## config.mk

```make
export PLATFORM = sky130hd
export DESIGN_NAME = wasm_primitive_decoder
export DESIGN_NICKNAME = d
export VERILOG_FILES = /design/src/rtl/wpd_pkg.sv /design/src/rtl/wpd_in_stage.sv /design/src/rtl/wpd_decode.sv /design/src/rtl/wpd_out_stage.sv /design/src/rtl/wasm_primitive_decoder.sv
export SDC_FILE = /design/constraint.sdc
export NUM_CORES = 1
export LEC_CHECK = 0
export BUFFER_PORTS_ARGS = -buffer_cell sky130_fd_sc_hd__buf_2
export CAP_MARGIN = 20
export CORE_ASPECT_RATIO = 1.25
export CORE_MARGIN = 5
export CORE_UTILIZATION = 50
export DETAILED_ROUTE_END_ITERATION = 6
export PLACE_DENSITY = 0.71
export SYNTH_ARGS = -nofsm -noshare
export SYNTH_HDL_FRONTEND = slang
export SYNTH_HIERARCHICAL = 1
export SYNTH_SLANG_ARGS = --single-unit
```

## constraint.sdc

```tcl
create_clock -name clk_i -period 6.85 [get_ports clk_i]
set_clock_uncertainty 0.2 [all_clocks]
set_input_delay 1.0275 -clock clk_i [delete_from_list [all_inputs] [get_ports clk_i]]
set_output_delay 1.0275 -clock clk_i [all_outputs]
set_load 0.01 [all_outputs]
```

## src/rtl/wpd_pkg.sv

```systemverilog
// Package with the types, codes and lookup functions of the primitive decoder.
`timescale 1ns / 1ps

package wpd_pkg;

  // Kind codes of the value that starts on a byte. Codes above U64LE act as U8.
  typedef enum logic [3:0] {
    KIND_VU1   = 4'd0,
    KIND_VU7   = 4'd1,
    KIND_VU32  = 4'd2,
    KIND_VI7   = 4'd3,
    KIND_VI32  = 4'd4,
    KIND_VI64  = 4'd5,
    KIND_U8    = 4'd6,
    KIND_U32LE = 4'd7,
    KIND_U64LE = 4'd8
  } wpd_kind_e;

  typedef enum logic [1:0] {
    WPD_ST_OK        = 2'd0,
    WPD_ST_EXHAUSTED = 2'd1,
    WPD_ST_BAD_LEB   = 2'd2
  } wpd_status_e;

  typedef struct packed {
    logic [7:0] data_byte;
    logic [3:0] value_kind;
    logic       buffer_end;
  } wpd_in_t;

  typedef struct packed {
    logic [63:0] value;
    logic [1:0]  status;
  } wpd_out_t;

  // One step's outcome from the decoder to the result register.
  typedef struct packed {
    logic     valid;
    wpd_out_t data;
  } wpd_res_t;

  // Largest number of bytes a LEB kind may take: ceil(N/7).
  function automatic logic [3:0] leb_max_bytes(logic [3:0] kind);
    logic [3:0] n;
    case (kind)
      KIND_VU32, KIND_VI32: n = 4'd5;
      KIND_VI64:            n = 4'd10;
      default:              n = 4'd1;
    endcase
    return n;
  endfunction

  // Byte length of a raw little-endian kind.
  function automatic logic [3:0] raw_len(logic [3:0] kind);
    logic [3:0] n;
    case (kind)
      KIND_U32LE: n = 4'd4;
      KIND_U64LE: n = 4'd8;
      default:    n = 4'd1;
    endcase
    return n;
  endfunction

endpackage

```

## src/rtl/wpd_in_stage.sv

```systemverilog
// Input register of the primitive decoder.
`timescale 1ns / 1ps

module wpd_in_stage import wpd_pkg::*; (
  input  logic    clk_i,
  input  logic    rst_ni,
  input  logic    in_valid_i,
  output logic    in_stall_o,
  input  wpd_in_t in_req_i,
  input  logic    advance_i,
  output logic    s1_valid_o,
  output wpd_in_t s1_req_o
);

  logic    valid_q, valid_d;
  wpd_in_t req_q;

  // The register takes a new request whenever the held one leaves or none is held.
  assign in_stall_o = valid_q && !advance_i;
  assign valid_d    = in_stall_o ? 1'b1 : in_valid_i;

  always_ff @(posedge clk_i or negedge rst_ni) begin
    if (!rst_ni) begin
      valid_q <= 1'b0;
    end else begin
      valid_q <= valid_d;
    end
  end

  always_ff @(posedge clk_i) begin
    if (!in_stall_o && in_valid_i) begin
      req_q <= in_req_i;
    end
  end

  assign s1_valid_o = valid_q;
  assign s1_req_o   = req_q;

endmodule

```

## src/rtl/wpd_decode.sv

```systemverilog
// Byte decoder: value state and the single-pass LEB128 and raw word logic.
`timescale 1ns / 1ps

module wpd_decode import wpd_pkg::*; (
  input  logic     clk_i,
  input  logic     rst_ni,
  input  logic     step_i,
  input  wpd_in_t  req_i,
  output wpd_res_t res_o
);

  logic [63:0] acc_q, acc_d;
  logic [3:0]  cnt_q, cnt_d;
  logic [3:0]  kind_q, kind_d;
  logic        busy_q, busy_d;

  logic [3:0]  kind;
  logic [3:0]  cnt;
  logic [3:0]  cnt_inc;
  logic [63:0] acc;
  logic [6:0]  shift;
  logic [6:0]  shift_end;
  logic [63:0] acc_leb;
  logic [63:0] acc_raw;
  logic [63:0] sx;
  logic [63:0] leb_value;
  logic        is_leb;
  logic        done;
  wpd_out_t    out;

  always_comb begin
    kind      = busy_q ? kind_q : req_i.value_kind;
    cnt       = busy_q ? cnt_q : 4'd0;
    acc       = busy_q ? acc_q : 64'd0;
    cnt_inc   = cnt + 4'd1;
    shift     = 7'({3'b000, cnt} * 7'd7);
    shift_end = shift + 7'd7;
    is_leb    = (kind <= KIND_VI64);

    // Payload bits shifted past bit 63 fall off the top.
    acc_leb = acc | (64'(req_i.data_byte[6:0]) << shift);
    acc_raw = acc | (64'(req_i.data_byte) << {cnt[2:0], 3'b000});

    sx = acc_leb;
    if (shift_end < 7'd64 && req_i.data_byte[6]) begin
      sx = acc_leb | ({64{1'b1}} << shift_end[5:0]);
    end

    case (kind)
      KIND_VU32: leb_value = {32'd0, acc_leb[31:0]};
      KIND_VI7:  leb_value = {{56{sx[7]}}, sx[7:0]};
      KIND_VI32: leb_value = {{32{sx[31]}}, sx[31:0]};
      KIND_VI64: leb_value = sx;
      default:   leb_value = {56'd0, acc_leb[7:0]};
    endcase

    done       = 1'b0;
    out.value  = 64'd0;
    out.status = WPD_ST_OK;
    acc_d      = acc_q;
    cnt_d      = cnt_q;
    kind_d     = kind_q;
    busy_d     = busy_q;

    if (is_leb) begin
      if (!req_i.data_byte[7]) begin
        done      = 1'b1;
        out.value = leb_value;
      end else if (cnt_inc >= leb_max_bytes(kind)) begin
        done       = 1'b1;
        out.status = WPD_ST_BAD_LEB;
      end
    end else if (cnt_inc >= raw_len(kind)) begin
      done      = 1'b1;
      out.value = acc_raw;
    end

    // A buffer end before the value completes aborts it.
    if (!done && req_i.buffer_end) begin
      done       = 1'b1;
      out.status = WPD_ST_EXHAUSTED;
    end

    if (step_i) begin
      kind_d = kind;
      if (done) begin
        acc_d  = 64'd0;
        cnt_d  = 4'd0;
        busy_d = 1'b0;
      end else begin
        acc_d  = is_leb ? acc_leb : acc_raw;
        cnt_d  = cnt_inc;
        busy_d = 1'b1;
      end
    end

    res_o.valid = step_i && done;
    res_o.data  = out;
  end

  always_ff @(posedge clk_i or negedge rst_ni) begin
    if (!rst_ni) begin
      acc_q  <= 64'd0;
      cnt_q  <= 4'd0;
      kind_q <= 4'd0;
      busy_q <= 1'b0;
    end else begin
      acc_q  <= acc_d;
      cnt_q  <= cnt_d;
      kind_q <= kind_d;
      busy_q <= busy_d;
    end
  end

  // An error result never carries a value.
  assert property (@(posedge clk_i) disable iff (!rst_ni)
    res_o.valid && res_o.data.status != WPD_ST_OK |-> res_o.data.value == 64'd0)
    else $error("error result with nonzero value");

  // Idle state always has an empty count and accumulator.
  assert property (@(posedge clk_i) disable iff (!rst_ni)
    !busy_q |-> cnt_q == 4'd0 && acc_q == 64'd0)
    else $error("idle decoder holds partial value");

  // A value in progress never reaches the longest LEB limit.
  assert property (@(posedge clk_i) disable iff (!rst_ni)
    busy_q |-> cnt_q < 4'd10)
    else $error("byte count out of range");

endmodule

```

## src/rtl/wpd_out_stage.sv

```systemverilog
// Result register of the primitive decoder.
`timescale 1ns / 1ps

module wpd_out_stage import wpd_pkg::*; (
  input  logic     clk_i,
  input  logic     rst_ni,
  input  wpd_res_t res_i,
  output logic     free_o,
  output logic     out_valid_o,
  input  logic     out_stall_i,
  output wpd_out_t out_req_o
);

  logic     valid_q, valid_d;
  wpd_out_t data_q;

  // The register can load when empty or when its request leaves this cycle.
  assign free_o  = !valid_q || !out_stall_i;
  assign valid_d = free_o ? res_i.valid : valid_q;

  always_ff @(posedge clk_i or negedge rst_ni) begin
    if (!rst_ni) begin
      valid_q <= 1'b0;
    end else begin
      valid_q <= valid_d;
    end
  end

  always_ff @(posedge clk_i) begin
    if (free_o && res_i.valid) begin
      data_q <= res_i.data;
    end
  end

  assign out_valid_o = valid_q;
  assign out_req_o   = data_q;

endmodule

```

## src/rtl/wasm_primitive_decoder.sv

```systemverilog
// Top level of the WebAssembly primitive (LEB128 and raw word) decoder.
//
//   Channel | Direction | Handshake                | Request type
//   --------+-----------+--------------------------+-------------
//   in      | input     | in_valid_i / in_stall_o  | wpd_in_t
//   out     | output    | out_valid_o / out_stall_i| wpd_out_t
//
// Each input request is one byte of a buffer. The byte goes into an input
// register, is decoded in one pass against the running value state, and any
// result lands in a result register. One byte is accepted in every cycle
// while the result side keeps up; the limit is the single decode pass
// between the two registers.
// Reset is asynchronous and active low; it empties both registers and
// leaves the decoder idle, waiting for the first byte of a value.
// When the result register is held by out_stall_i, the byte waiting in the
// input register stays, and in_stall_o rises only while that byte is held.
`timescale 1ns / 1ps

module wasm_primitive_decoder import wpd_pkg::*; (
  input  logic     clk_i,
  input  logic     rst_ni,
  input  logic     in_valid_i,
  output logic     in_stall_o,
  input  wpd_in_t  in_req_i,
  output logic     out_valid_o,
  input  logic     out_stall_i,
  output wpd_out_t out_req_o
);

  logic     s1_valid;
  wpd_in_t  s1_req;
  logic     out_free;
  logic     step;
  wpd_res_t res;

  // The held byte is decoded only when the result register can take
  // whatever it produces, so the value state never runs ahead of the output.
  assign step = s1_valid && out_free;

  wpd_in_stage u_in_stage (
    .clk_i      (clk_i),
    .rst_ni     (rst_ni),
    .in_valid_i (in_valid_i),
    .in_stall_o (in_stall_o),
    .in_req_i   (in_req_i),
    .advance_i  (out_free),
    .s1_valid_o (s1_valid),
    .s1_req_o   (s1_req)
  );

  wpd_decode u_decode (
    .clk_i  (clk_i),
    .rst_ni (rst_ni),
    .step_i (step),
    .req_i  (s1_req),
    .res_o  (res)
  );

  wpd_out_stage u_out_stage (
    .clk_i       (clk_i),
    .rst_ni      (rst_ni),
    .res_i       (res),
    .free_o      (out_free),
    .out_valid_o (out_valid_o),
    .out_stall_i (out_stall_i),
    .out_req_o   (out_req_o)
  );

  // The input side is held back only while a byte waits in the input register.
  assert property (@(posedge clk_i) disable iff (!rst_ni)
    in_stall_o |-> s1_valid && out_valid_o && out_stall_i)
    else $error("input stalled without a blocked byte");

  // A stalled result stays in place until it is taken.
  assert property (@(posedge clk_i) disable iff (!rst_ni)
    out_valid_o && out_stall_i |=> out_valid_o && $stable(out_req_o))
    else $error("stalled result lost or changed");

  // A decoded byte with a result always shows up on the output next cycle.
  assert property (@(posedge clk_i) disable iff (!rst_ni)
    res.valid |=> out_valid_o)
    else $error("result dropped");

endmodule

```

== After elaboration in Yosys (flattened, before gate mapping) ==
Index checks and enable logic that the tools add are counted.

* Flip-flop bits (word level): 154
* Latch bits: 0
* Bits in writable memories: 0
* Bits in read-only memories: 0
* Output and inout port bits: 68
* Memories kept: 0

* Add/sub/neg operators: 2
* Multiply operators: 1
* Divide/modulo/power cells: 0
* $lt $le $gt $ge: 4
* Eq/ne operators: 6
* Shift-type cells: 3
* Mux-type cells: 26
* Bitwise operators: 5
* Reductions and logical operators: 15

{| class="wikitable"
|+ Operators by type and width
! operator !! number
|-
| two-way mux 64 bit || 7
|-
| case mux 64 bit (4 select lines) || 1
|-
| bitwise OR 64 bit || 3
|-
| << shifter 64 x 6 -> 64 bit, first input constant || 1
|-
| << shifter 7 x 7 -> 64 bit || 1
|-
| << shifter 8 x 6 -> 64 bit || 1
|-
| two-way mux 4 bit || 6
|-
| case mux 4 bit (2 select lines) || 2
|-
| == test 4 x 3 -> 1 bit, second input constant || 3
|-
| two-way mux 1 bit || 9
|-
| == test 4 x 2 -> 1 bit, second input constant || 2
|-
| >= comparator 4 bit || 2
|-
| adder 7 x 3 -> 7 bit, second input constant || 1
|-
| logical AND 1 bit || 7
|-
| < comparator 7 bit, second input constant || 1
|-
| multiplier 4 x 3 -> 7 bit, second input constant || 1
|-
| logical NOT 1 bit || 5
|-
| adder 4 x 1 -> 4 bit, second input constant || 1
|-
| == test 4 bit, second input constant || 1
|-
| less-or-equal comparator 4 x 3 -> 1 bit, second input constant || 1
|-
| OR reduction 3 bit || 1
|-
| two-way mux 2 bit || 1
|-
| NOT 1 bit || 2
|-
| OR reduction 2 bit || 1
|-
| logical OR 1 bit || 1
|}

== Depth between registers and ports, before layout ==
Gate-level depths: netlist of the first run.

* Word-level depth: 15
* Gate-level depth with buffers: 19

== By module ==
Netlist of the first run, hierarchy kept.

{| class="wikitable"
|+ Modules (own cells, without submodules)
! module !! instances !! cells each !! area each (µm²) !! seq. area each (µm²)
|-
| wpd_decode || 1 || 993 || 7551.0 || 1826.8
|-
| wpd_out_stage || 1 || 70 || 2029.4 || 2006.9
|-
| wpd_in_stage || 1 || 18 || 447.9 || 415.4
|-
| wasm_primitive_decoder || 1 || 1 || 6.3 || 0.0
|}

== Least setup slack after synthesis of the first run ==
OpenSTA, ideal clock, no wires.

* Kind: flip-flop to flip-flop
* From: reg u_decode.busy_q
* To: reg u_out_stage.data_q, in the netlist u_out_stage/out_req_o[0] (enable)
* Setup time: 0.446 ns
* Arrival: 4.930 ns
* Path slack: 1.274 ns
* Stages on the path, launching flop included: 19
* Period minus slack after synthesis: 5.576 ns
* Cells stage by stage: dfrtp_1 buf_6 buf_6 buf_2 buf_1 clkbuf_1 nand2_1 inv_1 ha_1 buf_2 xnor2_1 ha_1 o21ai_0 o21bai_1 or2_1 a21oi_4 buf_2 nor2b_1 a21boi_2

{| class="wikitable"
|+ RTL lines
! element !! RTL line !! source
|-
| from (decl) || wpd_decode.sv:15 || <nowiki>logic busy_q, busy_d;</nowiki>
|-
| from (signal assigned) || wpd_decode.sv:111 || <nowiki>busy_q <= busy_d;</nowiki>
|-
| to (signal assigned) || wpd_out_stage.sv:31 || <nowiki>data_q <= res_i.data;</nowiki>
|-
| to (decl) || wpd_out_stage.sv:15 || <nowiki>wpd_out_t data_q;</nowiki>
|}

==> results of run 1 <==
==> registers in the layout (all words and copies together) (netlist names) <==
name,count
u_decode/acc_q,64
u_decode/busy_q,1
u_decode/cnt_q,4
u_decode/kind_q,4
u_in_stage/s1_req_o,13
u_in_stage/s1_valid_o,1
u_out_stage/out_req_o,66
u_out_stage/out_valid_o,1
==> where the power goes <==
group          total (W)  internal, W  switching, W
sequential       0.00114      0.00107     0.0000675
clock            0.00101     0.000629      0.000380
combinational   0.000498     0.000139      0.000359
==> per-layer routing <==
layer / GRT usage (%) / vias up / wire length [microns]
met4: 14.60 / 0 / 2007
met2: 44.87 / 663 / 15010
li1: - / 4134 / -
met3: 6.934 / 153 / 3562
met1: 35.45 / 4313 / 11800
met5: 0 / - / 0
==> synthesized netlist by cell type (6+ instances only) <==
cell	number
nor3_1	10
nor2b_1	6
o22ai_1	14
buf_6	10
nand3_1	56
dfrtp_1	75
o2111ai_1	17
o2bb2ai_1	13
buf_4	9
a21o_1	20
o21ai_0	107
and3_1	13
nand2b_1	12
inv_1	46
a22oi_1	47
o211ai_1	8
a31oi_1	7
and2_1	9
nand2_1	104
o221ai_1	7
a21oi_1	74
ha_1	17
xnor2_1	7
buf_2	22
o21ai_1	9
clkbuf_1	54
edfxtp_1	79
a22o_1	11
a32oi_1	19
nand4_1	11
o221ai_2	23
nor2_1	54
mux2i_1	10
buf_1	8
a21boi_0	8
==> worst max-delay path by stage <==
| stage | from | endpoint | slack [ns] | cells past startpoint |
|---|---|---|---|---|
| 2_1_floorplan | u_decode/busy_q | u_out_stage/out_req_o[0] | 1.27 | 18 |
| 3_3_place_gp | u_decode/busy_q | u_out_stage/out_req_o[65] | 1.64 | 11 |
| 3_5_place_dp | u_decode/busy_q | u_out_stage/out_req_o[65] | 1.54 | 11 |
| 4_1_cts | u_decode/busy_q | u_out_stage/out_req_o[65] | 1.54 | 11 |
| 5_1_grt | u_decode/busy_q | u_out_stage/out_req_o[2] | 1.15 | 12 |
| 6_report | u_decode/busy_q | u_out_stage/out_req_o[2] | 1.43 | 12 |
==> area by class of cell <==
class,instances,area (sq um)
clock inverter,11,168.9
tap,270,337.8
timing repair buffer,109,650.6
multi-input combinational,778,5117
fill,1776,8796
inverter,46,172.7
clock buffer,21,460.4
sequential,154,4253
==> layout by cell type, fill, tap and decap left out, drive strengths merged, types with 7 or more instances in the layout <==
master	instances
nand2b	13
and3	13
edfxtp	79
ha	17
nand4	12
dfrtp	75
inv	47
xnor2	7
o211ai	8
a31oi	7
o22ai	14
a21boi	10
o21ai	119
o2bb2ai	13
o2111ai	17
clkbuf	22
a22oi	47
buf	108
a21oi	76
nand2	106
nor3	11
o221ai	30
mux2i	13
and2	11
nor2	60
nand3	57
a32oi	19
a22o	11
a21o	20
==> through the flow <==
step	instance area, sq um	hold WS (ns)
after floorplan	10030	0.2560
after global placement	10470	0.2791
after detailed placement	10470	0.2827
after CTS	11100	0.1602
after global routing	11160	0.1515
final	11160	0.1682
==> cell families (layout without fill, tap and decap cells) <==
kind of cell | Yosys count | after routing | share of synthesized area [%]
buffers and inverters | 150 | 187 | 6.983
DFF | 154 | 154 | 42.34
muxes | 17 | 17 | 2.070
AOI/OAI and AO/OA | 424 | 424 | 30.22
xor gates and xnor gates | 12 | 12 | 1.122
and+or+nand+nor | 308 | 308 | 15.14
adders and majority gates | 17 | 17 | 2.120
==> metrics.txt, run 1 <==
# diodes 0; pwr/cell area 237.4 nW/um^2; Seq/Total Area, Yosys 42.34%; Yosys top cell area share 23.64%; crit path buf inv count 2; DP HPWL 20330 microns; first-pass GRT wire length 50290 microns; Core Box Area 19960 sq um; synth-to-layout area growth 11.22%; Pre-Repair DR Iteration Count 6; post-cts sizing count 0; cells after synthesis 1082; GRT Residual Overflow 0; Syn Area/Cell 9.274 sq um; CP Max Fanout 76; Worst Setup End Kind register; dpl cells 1354; Std-Cell Rows 58; slew at the pin with the worst max-slew slack 1.092 ns; Final setup violation count 0; Leakage Power 4.275 nW; starting density of the core 50.28%; MaxCap Viol Count 0; number of vias per cell 6.669; post-route ant nets 0; Final #Nets 1140; crit-path cells inv_1 > nor3_1 > o211ai_1 > and2_1 > ha_1 > nor4b_1 > o21bai_1 > or2_1 > a21oi_4 > nor2b_1 > a21boi_4 > buf_4; final core utilization 55.92%; clk sink count 154; Main synth FF type edfxtp_1; Reg2Reg Setup Slack 1.43 ns; pre-CTS worst setup slack 1.537 ns; DRT iter0 DRCs 1410; layout cells sized above 1 18.32%; Register-to-Register Path Depth 12; drc violations 0; initial antenna violation count 0; Max Fclk 184.4 MHz; Min-Delay Path Class primary input to async pin; chip height 168.4 microns; root buffer cell clkbuf_16; fin cells 1389; Worst-Skew Late Latency 0.43 ns; crit-path max cell delay 0.96 ns; FF-to-FF Start u_decode/busy_q; detailed-route wire length 32380 microns; Ys Warns 6; outcome finished clean; EDFF count, synth 79; Tot GR Track Use 28.21%; relative slew slack 27.18%; Die X 136.7 microns; TritonCTS clock tree built; gpl congestion 0.9561; cts hold-fix bufs 0; Buffers on Ports 84; H-tree levels 4; synthesized area 10030 sq um; Fin Setup TNS 0 ns; die footprint 23020 sq um; PnR worst setup slack 1.428 ns; leading post-synthesis cells by cell area edfxtp_1, dfrtp_1, o21ai_0; Post-CTS Setup Inserts 0; Reg-to-Reg End u_out_stage/out_req_o[2]; Clock Tree Buf Depth 2; Critical Path RT 6.71 ns; post-DR wirelength/cell 23.31 microns; CP Class register to register; CTS Buf Count 17; asr flop ratio synth 48.70%; syn nets 1116; fin. max-slew vios 0; Hold Fails Final Rpt 0; Crit-path slowest cell dfrtp_4; Final Total Pwr 0.002649 W; crit path DAT 5.29 ns; FF+latch count, synth 154; Max IR drop VDD 0.1814 mV; CTS clk-pin slew, worst paths 0.07 ns; CP delay by family, top compound AO/OA/AOI/OAI gates; startpoint types register; fin crit period 5.422 ns; post-synth top area cell edfxtp_1; largest net degree at the start of global routing 80; vias in the first global route 8943; RSZ-0062 raised after global routing false; Final period util 79.15%; overall via count from detail_route 9263; IO Count 85; Yosys cell types 89
Note: power is estimated with default switching activity, not from simulation.
==> run 2: changes to the inputs <==
--- a/config.mk
+++ b/config.mk
@@ -5,13 +5,14 @@
 export SDC_FILE = /design/constraint.sdc
 export NUM_CORES = 1
 export LEC_CHECK = 0
+export ABC_AREA = 1
 export BUFFER_PORTS_ARGS = -buffer_cell sky130_fd_sc_hd__buf_2
 export CAP_MARGIN = 20
 export CORE_ASPECT_RATIO = 1.25
 export CORE_MARGIN = 5
 export CORE_UTILIZATION = 50
 export DETAILED_ROUTE_END_ITERATION = 6
-export PLACE_DENSITY = 0.71
+export PLACE_DENSITY = 0.73
 export SYNTH_ARGS = -nofsm -noshare
 export SYNTH_HDL_FRONTEND = slang
 export SYNTH_HIERARCHICAL = 1
==> constraint.sdc (replaced) <==
create_clock -name clk_i -period 4.7 [get_ports clk_i]
set_clock_uncertainty 0.2 [all_clocks]
set_input_delay 0.705 -clock clk_i [delete_from_list [all_inputs] [get_ports clk_i]]
set_output_delay 0.705 -clock clk_i [all_outputs]
set_load 0.01 [all_outputs]
==> metrics.txt, run 2 <==
outcome finished clean (unchanged); final hold slack 0.07586 ns (was 0.1682 ns); pre-CTS worst setup slack 0.6413 ns (was 1.537 ns); Clock Tree Buf Depth 2 (unchanged); Critical Path RT 4.57 ns (was 6.71 ns); asr flop ratio synth 48.70% (unchanged); Yosys cell types 38 (was 89); Leakage Power 5.680 nW (was 4.275 nW); post-synth top area cell edfxtp_1 (unchanged); gpl congestion 1.094 (was 0.9561); post-route ant nets 0 (unchanged); layout cells sized above 1 13.42% (was 18.32%); Seq/Total Area, Yosys 41.19% (was 42.34%); DP HPWL 23830 microns (was 20330 microns); vias in the first global route 9779 (was 8943); starting density of the core 50.95% (was 50.28%); CTS clk-pin slew, worst paths 0.06 ns (was 0.07 ns); number of vias per cell 5.780 (was 6.669); Final setup violation count 0 (unchanged); post-DR wirelength/cell 19.11 microns (was 23.31 microns); Min-Delay Path Class primary input to async pin (unchanged); syn nets 1520 (was 1116); Register-to-Register Path Depth 22 (was 12); post-cts sizing count 0 (unchanged); Die X 138.5 microns (was 136.7 microns); cts hold-fix bufs 0 (unchanged); Pre-Repair DR Iteration Count 6 (unchanged); Post-CTS Setup Inserts 0 (unchanged); final core utilization 57.08% (was 55.92%); Max IR drop VDD 0.5769 mV (was 0.1814 mV); overall via count from detail_route 10.48k (was 9263); Max Fclk 243.6 MHz (was 184.4 MHz); most common cell in the netlist nand2_1 (was o21ai_0); Final #Nets 1564 (was 1140); Fin Setup TNS 0 ns (unchanged); PnR worst setup slack 0.5943 ns (was 1.428 ns); pwr/cell area 481.0 nW/um^2 (was 237.4 nW/um^2); CP Max Fanout 32 (was 76); slew at the pin with the worst max-slew slack 1.126 ns (was 1.092 ns); MaxCap Viol Count 0 (unchanged); Final Total Pwr 0.005558 W (was 0.002649 W); Ys Warns 6 (unchanged); Yosys top cell area share 23.00% (was 23.64%); root buffer cell clkbuf_16 (unchanged); EDFF count, synth 79 (unchanged); CTS Buf Count 17 (unchanged); H-tree levels 4 (unchanged); Hold Fails Final Rpt 0 (unchanged); clk sink count 154 (unchanged); most frequent cells in the layout nand2_1, o21ai_0, nand3_1 (was o21ai_0, nand2_1, buf_2); most common cell after layout, fill and taps aside nand2_1 (was o21ai_0); Main synth FF type edfxtp_1 (unchanged); fin. max-slew vios 0 (unchanged); RSZ-0062 raised after global routing false (unchanged); drc violations 0 (unchanged); Core Box Area 20250 sq um (was 19960 sq um); CP Class register to register (unchanged); chip height 170.6 microns (was 168.4 microns); detailed-route wire length 34640 microns (was 32380 microns); top cells by count, synth nand2_1, o21ai_0, nand3_1 (was o21ai_0, nand2_1, edfxtp_1); startpoint types register (unchanged); FILL cells 1930 (was 1776); Final period util 87.36% (was 79.15%); DRT iter0 DRCs 1403 (was 1410); synth-to-layout area growth 12.02% (was 11.22%); first-pass GRT wire length 54450 microns (was 50290 microns); leading post-synthesis cells by cell area edfxtp_1, nand2_1, dfrtp_1 (was edfxtp_1, dfrtp_1, o21ai_0); Std-Cell Rows 58 (unchanged); Tot GR Track Use 29.25% (was 28.21%); synthesized area 10320 sq um (was 10030 sq um); IO Count 85 (unchanged); cells after synthesis 1486 (was 1082); Syn Area/Cell 6.942 sq um (was 9.274 sq um); GRT Residual Overflow 0 (unchanged); FF+latch count, synth 154 (unchanged); crit path DAT 3.98 ns (was 5.29 ns); Buffers on Ports 84 (unchanged); initial antenna violation count 0 (unchanged); Worst-Skew Late Latency 0.43 ns (about the same); Worst Setup End Kind register (unchanged); max reg flops 66 (unchanged); # diodes 0 (unchanged); TritonCTS clock tree built (unchanged); relative slew slack 24.81% (was 27.18%); fin crit period 4.106 ns (was 5.422 ns); largest net degree at the start of global routing 69 (was 80); die footprint 23620 sq um (was 23020 sq um)
## run 2: area by class of cell
class | instances | area [sq um] | share of cell area (%)
clock buffer | 19 | 442.9 | 3.833
clock inverter | 13 | 191.4 | 1.657
inverter | 120 | 450.4 | 3.898
multi-input combinational | 1118 | 5172 | 44.76
sequential | 154 | 4250 | 36.78
tap | 270 | 337.8 | 2.923
timing repair buffer | 119 | 710.7 | 6.150
## run 2: cell families (layout without fill, tap and decap cells)
logic type               count (synthesis)  after routing  share of synthesized area [%]
AND/OR/NAND/NOR                        834            834                          32.94
AO/OA/AOI/OAI                          260            260                          14.35
buffers and inverters                  214            271                          8.806
flip-flops                             154            154                          41.19
adder cells (fa/ha/maj)                 17             17                          2.062
multiplexers                             5              5                         0.4852
XOR/XNOR                                 2              2                         0.1698
## run 2: final timing paths
check                                       start                         to  slack [ns]
worst min-delay path                       rst_ni         u_decode/acc_q[12]        0.08
min in group clk_i                    in_req_i[8]     u_in_stage/s1_req_o[8]        0.25
max in group asynchronous                  rst_ni            u_decode/busy_q        3.24
worst max register to register    u_decode/busy_q  u_out_stage/out_req_o[17]        0.59
worst max-delay path              u_decode/busy_q  u_out_stage/out_req_o[17]        0.59
worst min register to register  u_decode/acc_q[7]          u_decode/acc_q[7]        0.29
## run 2: power by group
group          leakage, nW  internal, W  switching [W]
Sequential            1.79      0.00180       0.000147
Combinational         3.59     0.000589        0.00153
Clock                0.300     0.000908       0.000587
## run 2: stage by stage
| step | area (sq um) | instances |
|---|---|---|
| global route | 11560 | 1813 |
| global placement | 10920 | 1781 |
| detailed placement | 10920 | 1781 |
| finish | 11560 | 1813 |
| CTS | 11560 | 1813 |
| floorplan | 10330 | 1486 |
## run 2: per-layer routing
metal	track usage (%)	vias up	share of wire, %
met1	38.07	4813	40
met2	48.02	622	46
met5	0	-	0
li1	-	4934	-
met3	4.864	110	9.2
met4	13.75	0	4.6
## run 2: worst max-delay path: stages (launching register included)
cell	delay (ns)
dfrtp_2	0.50
buf_4	0.38
nand2_1	0.11
o21ai_2	0.11
inv_2	0.10
nor2_1	0.36
inv_1	0.16
nor2_2	0.17
inv_1	0.08
ha_1	0.31
inv_1	0.04
nor2_1	0.08
o211ai_1	0.09
nand3_1	0.07
nand2_1	0.06
inv_1	0.11
nor2_4	0.06
nand2_1	0.05
nand2_1	0.04
inv_1	0.05
inv_1	0.06
a21oi_4	0.11
buf_4	0.39
==> run 3: changes to the inputs <==
--- a/config.mk
+++ b/config.mk
@@ -12,7 +12,7 @@
 export CORE_MARGIN = 5
 export CORE_UTILIZATION = 50
 export DETAILED_ROUTE_END_ITERATION = 6
-export PLACE_DENSITY = 0.73
+export PLACE_DENSITY = 0.71
 export SYNTH_ARGS = -nofsm -noshare
 export SYNTH_HDL_FRONTEND = slang
 export SYNTH_HIERARCHICAL = 1
==> constraint.sdc (replaced) <==
create_clock -name clk_i -period 3.8 [get_ports clk_i]
set_clock_uncertainty 0.2 [all_clocks]
set_input_delay 0.57 -clock clk_i [delete_from_list [all_inputs] [get_ports clk_i]]
set_output_delay 0.57 -clock clk_i [all_outputs]
set_load 0.01 [all_outputs]
==> metrics.txt, run 3 (synthesis results as in run 2) <==
outcome finished clean (unchanged); Final Total Pwr 0.006892 W (was 0.005558 W); overall via count from detail_route 10.50k (was 10.48k); synth-to-layout area growth 14.37% (was 12.02%); Buffers on Ports 84 (unchanged); post-DR wirelength/cell 19.51 microns (was 19.11 microns); H-tree levels 4 (unchanged); Core Box Area 20250 sq um (unchanged); gpl congestion 1.033 (was 1.094); Fin Setup TNS 0 ns (unchanged); drc violations 0 (unchanged); fin. max-slew vios 0 (unchanged); Tot GR Track Use 30.27% (was 29.25%); MaxCap Viol Count 0 (unchanged); first-pass GRT wire length 56590 microns (was 54450 microns); Max IR drop VDD 0.5276 mV (was 0.5769 mV); max reg flops 66 (unchanged); # diodes 0 (unchanged); Register-to-Register Path Depth 21 (was 22); Critical Path RT 3.72 ns (was 4.57 ns); Worst-Skew Late Latency 0.43 ns (about the same); Pre-Repair DR Iteration Count 6 (unchanged); fin cells 1832 (was 1813); vias in the first global route 10.16k (was 9779); chip height 170.6 microns (unchanged); Leakage Power 5.806 nW (was 5.680 nW); crit path DAT 3.49 ns (was 3.98 ns); CP Class register to register (unchanged); post-route ant nets 0 (unchanged); Final period util 93.96% (was 87.36%); most frequent cells in the layout nand2_1, o21ai_0, nand3_1 (unchanged); Min-Delay Path Class primary input to async pin (unchanged); Worst Setup End Kind register (unchanged); most common cell after layout, fill and taps aside nand2_1 (unchanged); slew at the pin with the worst max-slew slack 1.030 ns (was 1.126 ns); crit-path cells buf_6 > inv_2 > nand2_1 > nand2_1 > inv_1 > nand4_1 > and2_1 > ha_1 > nor2_1 > nand2_1 > a21oi_1 > o21bai_1 > nand2_2 > nand2_2 > nor2_4 > nand2_1 > nand2_1 > inv_1 > inv_2 > a21oi_4 > buf_12 (was buf_4 > nand2_1 > o21ai_2 > inv_2 > nor2_1 > inv_1 > nor2_2 > inv_1 > ha_1 > inv_1 > nor2_1 > o211ai_1 > nand3_1 > nand2_1 > inv_1 > nor2_4 > nand2_1 > nand2_1 > inv_1 > inv_1 > a21oi_4 > buf_4); Post-CTS Setup Inserts 0 (unchanged); starting density of the core 50.95% (unchanged); final hold slack 0.05202 ns (was 0.07586 ns); startpoint types register (unchanged); IO Count 85 (unchanged); initial antenna violation count 0 (unchanged); Std-Cell Rows 58 (unchanged); crit-path max cell delay 0.44 ns (was 0.50 ns); CTS clk-pin slew, worst paths 0.07 ns (was 0.06 ns); Max Fclk 280.1 MHz (was 243.6 MHz); largest net degree at the start of global routing 69 (unchanged); detailed-route wire length 35740 microns (was 34640 microns); RSZ-0062 raised after global routing false (unchanged); CP Max Fanout 35 (was 32); Final #Nets 1583 (was 1564); TritonCTS clock tree built (unchanged); CTS Buf Count 17 (unchanged); layout cells sized above 1 15.49% (was 13.42%); number of vias per cell 5.730 (was 5.780); CP most frequent cell nand2_1 (was inv_1); Hold Fails Final Rpt 0 (unchanged); fin crit period 3.571 ns (was 4.106 ns); DRT iter0 DRCs 1236 (was 1403); Final setup violation count 0 (unchanged); relative slew slack 31.07% (was 24.81%); die footprint 23620 sq um (unchanged); Clock Tree Buf Depth 2 (unchanged); dpl cells 1800 (was 1781); clk sink count 154 (unchanged); Die X 138.5 microns (unchanged); pwr/cell area 584.1 nW/um^2 (was 481.0 nW/um^2); root buffer cell clkbuf_16 (unchanged); DP HPWL 24910 microns (was 23830 microns); Crit-path slowest cell dfrtp_2 (unchanged); GRT Residual Overflow 0 (unchanged)
-- run 3: where the power goes --
| group | switching, W | internal [W] | leakage (nW) | total (W) |
|---|---|---|---|---|
| logic | 0.00194 | 0.000833 | 3.72 | 0.00278 |
| clock network | 0.000775 | 0.000933 | 0.291 | 0.00171 |
| registers | 0.000187 | 0.00222 | 1.79 | 0.00241 |
| total | 0.00290 | 0.00399 | 5.81 | 0.00689 |
-- run 3: cell type report --
class / count / area, sq um
fillers: 1873 / 8448
inverters: 120 / 457.9
repair buffers: 138 / 919.6
multi-input cells: 1118 / 5253
clock inverters: 15 / 155.1
flip-flops and latches: 154 / 4250
well taps: 270 / 337.8
clock buffers: 17 / 425.4
-- run 3: path summary, 6_finish.rpt --
path                                    start                   endpoint  slack (ns)
min                                    rst_ni         u_decode/acc_q[51]        0.05
max in group asynchronous              rst_ni          u_decode/acc_q[6]        2.61
min reg2reg                u_decode/acc_q[57]         u_decode/acc_q[57]        0.28
min in group clk_i                in_req_i[2]     u_in_stage/s1_req_o[2]        0.11
max                           u_decode/busy_q  u_out_stage/out_req_o[35]        0.23
max reg2reg                   u_decode/busy_q  u_out_stage/out_req_o[35]        0.23
-- run 3: per-layer routing --
metal | vias to the layer above | GRT usage, % | share of wire [%]
met5 | - | 0 | 0
li1 | 4979 | - | -
met1 | 4845 | 39.82 | 40
met4 | 0 | 15.04 | 5.4
met2 | 547 | 48.81 | 46
met3 | 126 | 5.060 | 8.8
-- run 3: worst max-delay path: cells and delay by family, from the launching register on --
family,cells,cell delay [ns]
AO/OA/AOI/OAI,3,0.42
adder cells (fa/ha/maj),1,0.27
flip-flops,1,0.44
AND/OR/NAND/NOR,11,1.05
buffers and inverters,6,0.83
-- run 3: repair_timing --
item	4_1_cts	5_1_grt
setup endpoints to repair	0	70
hold buffers	0	0
resized for setup	0	1
-- run 3: per-stage QoR --
step / worst slack [ns] / util (%) / cell area (sq um)
5_1_grt: 0.0003499 / 58.27 / 11800
3_5_place_dp: 0.2294 / 55.39 / 11210
2_1_floorplan: -0.08714 / - / 10440
3_3_place_gp: 0.2760 / 55.39 / 11210
6_report: 0.2295 / 58.27 / 11800
4_1_cts: 0.1861 / 58.26 / 11800
